### config.mk
export PLATFORM = sky130hd
export DESIGN_NAME = tone_sequence_player
export DESIGN_NICKNAME = d
export VERILOG_FILES = /design/src/rtl/core/tsp_pkg.sv /design/src/rtl/core/tsp_tone_mem.sv /design/src/rtl/core/tsp_seq.sv /design/src/rtl/core/tone_sequence_player.sv
export SDC_FILE = /design/constraint.sdc
export NUM_CORES = 2
export LEC_CHECK = 0
export ABC_CLOCK_PERIOD_IN_PS = 6200
export BUFFER_PORTS_ARGS = -buffer_cell sky130_fd_sc_hd__buf_4
export CAP_MARGIN = 40
export CORE_ASPECT_RATIO = 1.4
export CORE_MARGIN = 2
export CORE_UTILIZATION = 40
export CTS_BUF_LIST = sky130_fd_sc_hd__clkbuf_2
export CTS_CLUSTER_DIAMETER = 80
export CTS_CLUSTER_SIZE = 25
export DETAILED_ROUTE_END_ITERATION = 10
export RECOVER_POWER = 100
export SKIP_LAST_GASP = 1
export SLEW_MARGIN = 20
export SYNTH_ARGS = -nofsm -noshare
export SYNTH_HDL_FRONTEND = slang
export SYNTH_HIERARCHICAL = 1
export SYNTH_SLANG_ARGS = --single-unit
### constraint.sdc
create_clock -name clk_i -period 6.2 [get_ports clk_i]
set_input_delay 0.31 -clock clk_i [delete_from_list [all_inputs] [get_ports clk_i]]
set_output_delay 0.31 -clock clk_i [all_outputs]
set_load 0.02 [all_outputs]
### src/rtl/core/tsp_pkg.sv
// ----------------------------------------------------------------------------
// tsp_pkg
// Shared types and field widths for the tone sequence player.
// ----------------------------------------------------------------------------
package tsp_pkg;

  localparam int unsigned OpW    = 2;
  localparam int unsigned NowW   = 32;
  localparam int unsigned IdxW   = 6;
  localparam int unsigned CntW   = 7;
  localparam int unsigned RepW   = 8;
  localparam int unsigned FreqW  = 16;
  localparam int unsigned DurW   = 16;
  localparam int unsigned EntryW = FreqW + DurW;

  // Number of distinct values of the base_index field.
  localparam int unsigned IdxRange = 1 << IdxW;

  // Input tdata layout, lowest bit first.
  localparam int unsigned NowLsb  = 0;
  localparam int unsigned IdxLsb  = NowLsb + NowW;
  localparam int unsigned CntLsb  = IdxLsb + IdxW;
  localparam int unsigned RepLsb  = CntLsb + CntW;
  localparam int unsigned FreqLsb = RepLsb + RepW;
  localparam int unsigned DurLsb  = FreqLsb + FreqW;
  localparam int unsigned InUsedW = DurLsb + DurW;
  localparam int unsigned InDataW = ((InUsedW + 7) / 8) * 8;

  // Output tdata layout, lowest bit first.
  localparam int unsigned OutUsedW = 1 + FreqW + 1;
  localparam int unsigned OutDataW = ((OutUsedW + 7) / 8) * 8;

  typedef enum logic [OpW-1:0] {
    OP_TICK  = 2'd0,
    OP_START = 2'd1,
    OP_STOP  = 2'd2,
    OP_WRITE = 2'd3
  } tsp_op_e;

  typedef struct packed {
    logic             playing;
    logic [FreqW-1:0] buzzer_frequency;
    logic             buzzer_on;
  } tsp_result_t;

endpackage

### src/rtl/core/tsp_tone_mem.sv
// ----------------------------------------------------------------------------
// tsp_tone_mem
// Single-port tone table with a registered read port.
// ----------------------------------------------------------------------------
module tsp_tone_mem #(
  parameter int unsigned TABLE_DEPTH = 64
) (
  input  logic                           clk_i,
  input  logic                           en_i,
  input  logic                           we_i,
  input  logic [$clog2(TABLE_DEPTH)-1:0] addr_i,
  input  logic [tsp_pkg::EntryW-1:0]     wdata_i,
  output logic [tsp_pkg::EntryW-1:0]     rdata_o
);

  logic [tsp_pkg::EntryW-1:0] mem_q [TABLE_DEPTH];
  logic [tsp_pkg::EntryW-1:0] rdata_q;

  // Read data only changes on a read, so it holds while the result stalls.
  always_ff @(posedge clk_i) begin
    if (en_i) begin
      if (we_i) begin
        mem_q[addr_i] <= wdata_i;
      end else begin
        rdata_q <= mem_q[addr_i];
      end
    end
  end

  assign rdata_o = rdata_q;

endmodule

### src/rtl/core/tsp_seq.sv
// ----------------------------------------------------------------------------
// tsp_seq
// Melody sequencer: control state, tone fetch and the result stage.
// ----------------------------------------------------------------------------
module tsp_seq #(
  parameter int unsigned TABLE_DEPTH = 64
) (
  input  logic                           clk_i,
  input  logic                           rst_ni,
  input  logic                           accept_i,
  input  tsp_pkg::tsp_op_e               op_i,
  input  logic [tsp_pkg::NowW-1:0]       now_ms_i,
  input  logic [tsp_pkg::IdxW-1:0]       base_index_i,
  input  logic [tsp_pkg::CntW-1:0]       tone_count_i,
  input  logic [tsp_pkg::RepW-1:0]       repeat_total_i,
  input  logic [tsp_pkg::FreqW-1:0]      entry_frequency_i,
  input  logic [tsp_pkg::DurW-1:0]       entry_duration_i,
  input  logic                           take_i,
  input  logic [tsp_pkg::EntryW-1:0]     mem_rdata_i,
  output logic                           mem_en_o,
  output logic                           mem_we_o,
  output logic [$clog2(TABLE_DEPTH)-1:0] mem_addr_o,
  output logic [tsp_pkg::EntryW-1:0]     mem_wdata_o,
  output logic                           res_valid_o,
  output tsp_pkg::tsp_result_t           res_o
);

  localparam int unsigned AW = $clog2(TABLE_DEPTH);

  // base_index reduced modulo the table depth.
  logic [AW-1:0] mod_tbl [tsp_pkg::IdxRange];
  for (genvar g = 0; g < tsp_pkg::IdxRange; g++) begin : g_mod
    assign mod_tbl[g] = AW'(g % TABLE_DEPTH);
  end

  logic                       active_q, active_d;
  logic [AW-1:0]              base_q, base_d;
  logic [tsp_pkg::CntW-1:0]   pos_q, pos_d;
  logic [tsp_pkg::CntW-1:0]   len_q, len_d;
  logic [tsp_pkg::RepW-1:0]   rep_q, rep_d;
  logic [AW-1:0]              addr_q, addr_d;
  logic [tsp_pkg::NowW-1:0]   deadline_q, deadline_d;
  logic [tsp_pkg::FreqW-1:0]  freq_q, freq_d;
  logic [tsp_pkg::NowW-1:0]   tone_now_q, tone_now_d;
  logic                       s2_valid_q, s2_adv_q, s2_act_q;
  logic [tsp_pkg::FreqW-1:0]  s2_freq_q;

  logic                       pend;
  logic [tsp_pkg::FreqW-1:0]  freq_eff;
  logic [tsp_pkg::NowW-1:0]   dl_eff;
  logic                       done, restart, adv;
  logic [AW-1:0]              rd_addr;
  logic [tsp_pkg::FreqW-1:0]  res_freq;

  // A tone fetched by the previous item lands in the read data this cycle;
  // its frequency and deadline are folded in here before they are stored.
  assign pend     = s2_valid_q & s2_adv_q;
  assign freq_eff = pend ? mem_rdata_i[tsp_pkg::FreqW-1:0] : freq_q;
  assign dl_eff   = pend ? tone_now_q +
                           tsp_pkg::NowW'(mem_rdata_i[tsp_pkg::EntryW-1:tsp_pkg::FreqW])
                         : deadline_q;

  assign done    = (pos_q >= len_q);
  assign restart = done && (rep_q != '0) && (len_q != '0);
  assign rd_addr = restart ? base_q : addr_q;

  always_comb begin
    active_d    = active_q;
    base_d      = base_q;
    pos_d       = pos_q;
    len_d       = len_q;
    rep_d       = rep_q;
    addr_d      = addr_q;
    deadline_d  = dl_eff;
    freq_d      = freq_eff;
    tone_now_d  = tone_now_q;
    adv         = 1'b0;
    mem_en_o    = 1'b0;
    mem_we_o    = 1'b0;
    mem_addr_o  = rd_addr;
    mem_wdata_o = {entry_duration_i, entry_frequency_i};
    if (accept_i) begin
      case (op_i)
        tsp_pkg::OP_TICK: begin
          if (active_q && (now_ms_i > dl_eff)) begin
            if (done && !restart) begin
              active_d = 1'b0;
              freq_d   = '0;
            end else begin
              adv        = 1'b1;
              mem_en_o   = 1'b1;
              pos_d      = (restart ? '0 : pos_q) + 1'b1;
              rep_d      = restart ? rep_q - 1'b1 : rep_q;
              addr_d     = (rd_addr == AW'(TABLE_DEPTH - 1)) ? '0 : rd_addr + 1'b1;
              tone_now_d = now_ms_i;
            end
          end
        end
        tsp_pkg::OP_START: begin
          active_d   = 1'b1;
          freq_d     = '0;
          base_d     = mod_tbl[base_index_i];
          addr_d     = mod_tbl[base_index_i];
          pos_d      = '0;
          len_d      = tone_count_i;
          rep_d      = (repeat_total_i == '0) ? '0 : repeat_total_i - 1'b1;
          deadline_d = '0;
        end
        tsp_pkg::OP_STOP: begin
          active_d = 1'b0;
          freq_d   = '0;
        end
        tsp_pkg::OP_WRITE: begin
          mem_en_o   = 1'b1;
          mem_we_o   = 1'b1;
          mem_addr_o = mod_tbl[base_index_i];
        end
        default: begin
          active_d = active_q;
        end
      endcase
    end
  end

  always_ff @(posedge clk_i or negedge rst_ni) begin
    if (!rst_ni) begin
      active_q   <= 1'b0;
      base_q     <= '0;
      pos_q      <= '0;
      len_q      <= '0;
      rep_q      <= '0;
      addr_q     <= '0;
      deadline_q <= '0;
      freq_q     <= '0;
      tone_now_q <= '0;
      s2_valid_q <= 1'b0;
      s2_adv_q   <= 1'b0;
      s2_act_q   <= 1'b0;
      s2_freq_q  <= '0;
    end else begin
      active_q   <= active_d;
      base_q     <= base_d;
      pos_q      <= pos_d;
      len_q      <= len_d;
      rep_q      <= rep_d;
      addr_q     <= addr_d;
      deadline_q <= deadline_d;
      freq_q     <= freq_d;
      tone_now_q <= tone_now_d;
      if (accept_i) begin
        s2_valid_q <= 1'b1;
        s2_adv_q   <= adv;
        s2_act_q   <= active_d;
        s2_freq_q  <= freq_d;
      end else if (take_i) begin
        s2_valid_q <= 1'b0;
      end
    end
  end

  assign res_freq                = s2_adv_q ? mem_rdata_i[tsp_pkg::FreqW-1:0] : s2_freq_q;
  assign res_valid_o             = s2_valid_q;
  assign res_o.playing           = s2_act_q;
  assign res_o.buzzer_frequency  = res_freq;
  assign res_o.buzzer_on         = (res_freq != '0);

endmodule

### src/rtl/core/tone_sequence_player.sv
// ----------------------------------------------------------------------------
// tone_sequence_player
// Buzzer melody sequencer driven by tick, start, stop and table write items.
// ----------------------------------------------------------------------------
// The player takes one item per clock unless a waiting result cannot move
// on, and returns one result per item via the result stage and the output
// register. The tone table is a single-port synchronous memory: a due tick
// issues its tone read at transfer, and the fetched frequency and duration
// are merged into the state in the following cycle, where the next tick's
// deadline compare sees them directly. A result stage and an output register
// let input transfers continue while a finished result waits to be taken.
module tone_sequence_player #(
  parameter int unsigned TABLE_DEPTH = 64
) (
  input  logic                          clk_i,
  input  logic                          rst_ni,
  input  logic                          s_axis_tvalid_i,
  output logic                          s_axis_tready_o,
  // now_ms, base_index, tone_count, repeat_total, entry_frequency,
  // entry_duration, zero fill
  input  logic [tsp_pkg::InDataW-1:0]   s_axis_tdata_i,
  // op
  input  logic [tsp_pkg::OpW-1:0]       s_axis_tuser_i,
  output logic                          m_axis_tvalid_o,
  input  logic                          m_axis_tready_i,
  // buzzer_on, buzzer_frequency, playing, zero fill
  output logic [tsp_pkg::OutDataW-1:0]  m_axis_tdata_o
);

  localparam int unsigned AW = $clog2(TABLE_DEPTH);

  logic                        accept;
  logic                        take;
  logic                        res_valid;
  tsp_pkg::tsp_result_t        res;
  logic                        mem_en, mem_we;
  logic [AW-1:0]               mem_addr;
  logic [tsp_pkg::EntryW-1:0]  mem_wdata, mem_rdata;
  logic                        out_valid_q;
  tsp_pkg::tsp_result_t        out_q;

  assign take            = res_valid & (~out_valid_q | m_axis_tready_i);
  assign s_axis_tready_o = ~res_valid | take;
  assign accept          = s_axis_tvalid_i & s_axis_tready_o;

  tsp_seq #(
    .TABLE_DEPTH(TABLE_DEPTH)
  ) u_seq (
    .clk_i            (clk_i),
    .rst_ni           (rst_ni),
    .accept_i         (accept),
    .op_i             (tsp_pkg::tsp_op_e'(s_axis_tuser_i)),
    .now_ms_i         (s_axis_tdata_i[tsp_pkg::NowLsb +: tsp_pkg::NowW]),
    .base_index_i     (s_axis_tdata_i[tsp_pkg::IdxLsb +: tsp_pkg::IdxW]),
    .tone_count_i     (s_axis_tdata_i[tsp_pkg::CntLsb +: tsp_pkg::CntW]),
    .repeat_total_i   (s_axis_tdata_i[tsp_pkg::RepLsb +: tsp_pkg::RepW]),
    .entry_frequency_i(s_axis_tdata_i[tsp_pkg::FreqLsb +: tsp_pkg::FreqW]),
    .entry_duration_i (s_axis_tdata_i[tsp_pkg::DurLsb +: tsp_pkg::DurW]),
    .take_i           (take),
    .mem_rdata_i      (mem_rdata),
    .mem_en_o         (mem_en),
    .mem_we_o         (mem_we),
    .mem_addr_o       (mem_addr),
    .mem_wdata_o      (mem_wdata),
    .res_valid_o      (res_valid),
    .res_o            (res)
  );

  tsp_tone_mem #(
    .TABLE_DEPTH(TABLE_DEPTH)
  ) u_tone_mem (
    .clk_i  (clk_i),
    .en_i   (mem_en),
    .we_i   (mem_we),
    .addr_i (mem_addr),
    .wdata_i(mem_wdata),
    .rdata_o(mem_rdata)
  );

  always_ff @(posedge clk_i or negedge rst_ni) begin
    if (!rst_ni) begin
      out_valid_q <= 1'b0;
    end else if (take) begin
      out_valid_q <= 1'b1;
    end else if (m_axis_tready_i) begin
      out_valid_q <= 1'b0;
    end
  end

  always_ff @(posedge clk_i) begin
    if (take) begin
      out_q <= res;
    end
  end

  assign m_axis_tvalid_o = out_valid_q;
  assign m_axis_tdata_o  = {(tsp_pkg::OutDataW - tsp_pkg::OutUsedW)'(0),
                            out_q.playing, out_q.buzzer_frequency, out_q.buzzer_on};

endmodule

==> results.json <==
{
  "final_hold_viol_count": 0,
  "clk_pin_slew_ns": 0.42,
  "hpwl_mm": 175,
  "ant_nets": 0,
  "pin_count": 120,
  "violations": "max-capacitance violations, max-slew violations",
  "synth_area_um2": 87700,
  "ys_warn_count": 6,
  "drc": 0,
  "synthFlopType": "edfxtp_1",
  "rsz0062_at_grt": "yes",
  "start_util_pct": 40.2,
  "crit_type": "reg2reg",
  "tns_ns": 0,
  "clk_latency_ns": 1.86,
  "cts_tree": "yes",
  "stdcell_count": 8961,
  "power_density_nw_per_um2": 457,
  "period_needed_ns": 6.03,
  "synthArstFlopShare_pct": 6.05,
  "io_buffers": 110,
  "grt_max_degree": 82,
  "max_freq_mhz": 166,
  "synth_mux_area_share_pct": 4.72,
  "drive_gt1_share_pct": 16.9,
  "arrival_ns": 7.53,
  "finalMaxSlewViolations": 1833,
  "htreeDepth": 3,
  "synth_compound_area_share_pct": 12.4,
  "final_cell_mix": "edfxtp_1, a22oi_1, buf_4, dlygate4sd3_1, mux2i_1",
  "status": "complete, but fails checks",
  "required_ns": 7.70,
  "clkSinkCount": 2233,
  "antenna_found_initial": 13,
  "end_kind": "flip-flop",
  "dr.pass1.iters": 8,
  "area_growth_pct": 15.1,
  "max-cap-violations": 37,
  "routed_wl_mm": 268,
  "track_usage_pct": 23.5,
  "synth_fa_ha_area_share_pct": 0.893,
  "gp_congestion": 0.958,
  "synthXorXnorAreaFrac_pct": 0.349,
  "rrSetupSlack_ns": 0.17,
  "fin_skew_ns": 0.204,
  "setup_viol": 0,
  "worstPathMaxFanout": 15,
  "synth-edff-count": 2098,
  "grt_pass1_wl_mm": 378,
  "holdCritPathClass": "in2reg",
  "initialDrtViolationCount": 5933,
  "via_count": 53700,
  "cts_made_buffers": 105,
  "max-vdd-ir-drop_mv": 0.606,
  "synthDistinctLibCells": 82,
  "grt-ovfl-total": 0,
  "tightest_slew_ns": 4.06,
  "dp_cells": 8442,
  "core_area_um2": 218000,
  "die_w_um": 400,
  "num-nets-final": 6190,
  "cts_buffer_depth": 3,
  "synth-simple-area-share_pct": 3.69,
  "die-height_um": 558,
  "avgSynthCellArea_um2": 16.3,
  "wl_per_cell_um": 29.9,
  "viasPerCell": 5.99,
  "first_global_vias": 52900,
  "final_common_cell": "edfxtp_1",
  "fin_crit_sh_pct": 97.3,
  "crit_path_start_kind": "flip-flop",
  "num_rows": 203,
  "ys_seq_area_share_pct": 75.7,
  "synth-seq-cells": 2233,
  "synthCells": 5389,
  "power.leakage_nw": 32.8,
  "relSlewSlack_pct": -170,
  "synth_top_family_by_area": "compound AO/OA/AOI/OAI gates",
  "cts-root-buf": "clkbuf_2",
  "die_area_um2": 223000
}
cells by family after synthesis:
| group | after synthesis |
|---|---|
| DFF | 2233 |
| AOI/OAI and AO/OA | 1522 |
| and+or+nand+nor | 706 |
| buffers and inverters | 442 |
| muxes | 388 |
| adders and majority gates | 62 |
| xor gates and xnor gates | 35 |
| other | 1 |
flip-flops by register name (all words and copies together) (netlist names):
name / count
u_seq/addr_q: 6
u_seq/deadline_q: 32
u_seq/s2_freq_q: 16
u_seq/s2_adv_q: 1
u_seq/freq_q: 16
u_seq/s2_act_q: 1
u_seq/len_q: 7
u_seq/tone_now_q: 32
u_tone_mem/rdata_o: 32
u_seq/rep_q: 8
u_seq/base_q: 6
u_seq/pos_q: 7
u_seq/active_q: 1
u_tone_mem/mem_q: 2048
u_seq/res_valid_o: 1
m_axis_tvalid_o: 1
m_axis_tdata_o: 18
synthesized netlist by cell type, drive strengths merged (34+ instances only):
master  count  area [µm²]
nor3       69         345
a31oi      46         288
a21o       36         270
mux2i     254        2540
o22ai     242        1510
nor2      237         890
a221oi    172        1540
clkbuf    229         860
inv        34         128
nand3      35         175
a21oi     137         693
buf       177         990
ha         61         763
or3        36         225
edfxtp   2098       63000
mux2      126        1420
a22oi     478        3590
nand2     215         812
o21ai     141         709
dfrtp     135        3380
area by class of cell:
cell class | count | area (µm²)
antenna | 8 | 20.0
clock buffer | 130 | 651
clock inverter | 26 | 307
fill | 18600 | 117000
inverter | 36 | 138
multi-input combinational | 2719 | 20300
sequential | 2233 | 66400
tap | 2870 | 3590
timing repair buffer | 939 | 9580
final timing paths:
kind                               startpoint                      end  depth (start not counted)
max in group asynchronous              rst_ni      u_seq/deadline_q[8]                          8
hold / removal             s_axis_tdata_i[61]  u_tone_mem/mem_q[59][8]                          3
setup / recovery              m_axis_tvalid_o   u_tone_mem/rdata_o[25]                         14
setup reg to reg              m_axis_tvalid_o   u_tone_mem/rdata_o[25]                         14
hold reg to reg                u_seq/s2_act_q       m_axis_tdata_o[17]                          0
min in group asynchronous              rst_ni     u_seq/deadline_q[27]                          6
critical path, cell delays in order, from the launching register on:
cell,delay (ns)
dfrtp_1,0.52
nor2b_4,0.15
a21boi_0,0.17
dlygate4sd3_1,0.58
buf_4,0.17
nand2_1,0.29
buf_4,0.30
a21oi_2,0.42
buf_4,0.30
and3b_1,0.32
nand2_1,0.63
o22ai_1,0.27
nor3_1,0.82
nand2_1,0.26
or3_1,0.48
where the power goes:
part / total, mW / internal, mW / switching, mW / leakage [nW]
clock network: 5.10 / 0.753 / 4.35 / 0.686
logic: 23.7 / 8.28 / 15.5 / 11.5
registers: 17.3 / 17.1 / 0.253 / 20.6
total: 46.2 / 26.1 / 20.1 / 32.8
timing repair:
item                                    4_1_cts  5_1_grt
endpoints found under the setup margin      748     2074
pin swaps                                     1       25
resized for setup                             7       74
endpoints found under the hold margin      4281       19
hold buffers                                321        2
setup buffers                                 1       16
cloned                                        0        2
stage by stage:
step	total power [mW]	instance area (µm²)	utilization (%)	hold WS [ns]	setup slack [ns]
2_1_floorplan	29.7	87800	-	0.0144	-0.271
3_3_place_gp	40.2	96100	44.0	0.335	-0.0683
3_5_place_dp	40.4	96400	44.2	0.335	-0.0875
4_1_cts	45.7	101000	46.3	0.00119	0.00177
5_1_grt	47.7	101000	46.3	-0.0300	-0.0526
6_report	46.2	101000	46.3	0.00268	0.169
per-layer routing:
layer / part of all wire (%) / track usage (%) / vias to the layer above
met5: 0.0052 / 0 / -
met4: 7.0 / 13.9 / 2
met3: 6.9 / 2.64 / 515
met2: 49 / 39.7 / 2358
met1: 37 / 29.0 / 27800
li1: - / - / 23000
Power figures use the tool's default switching activity.
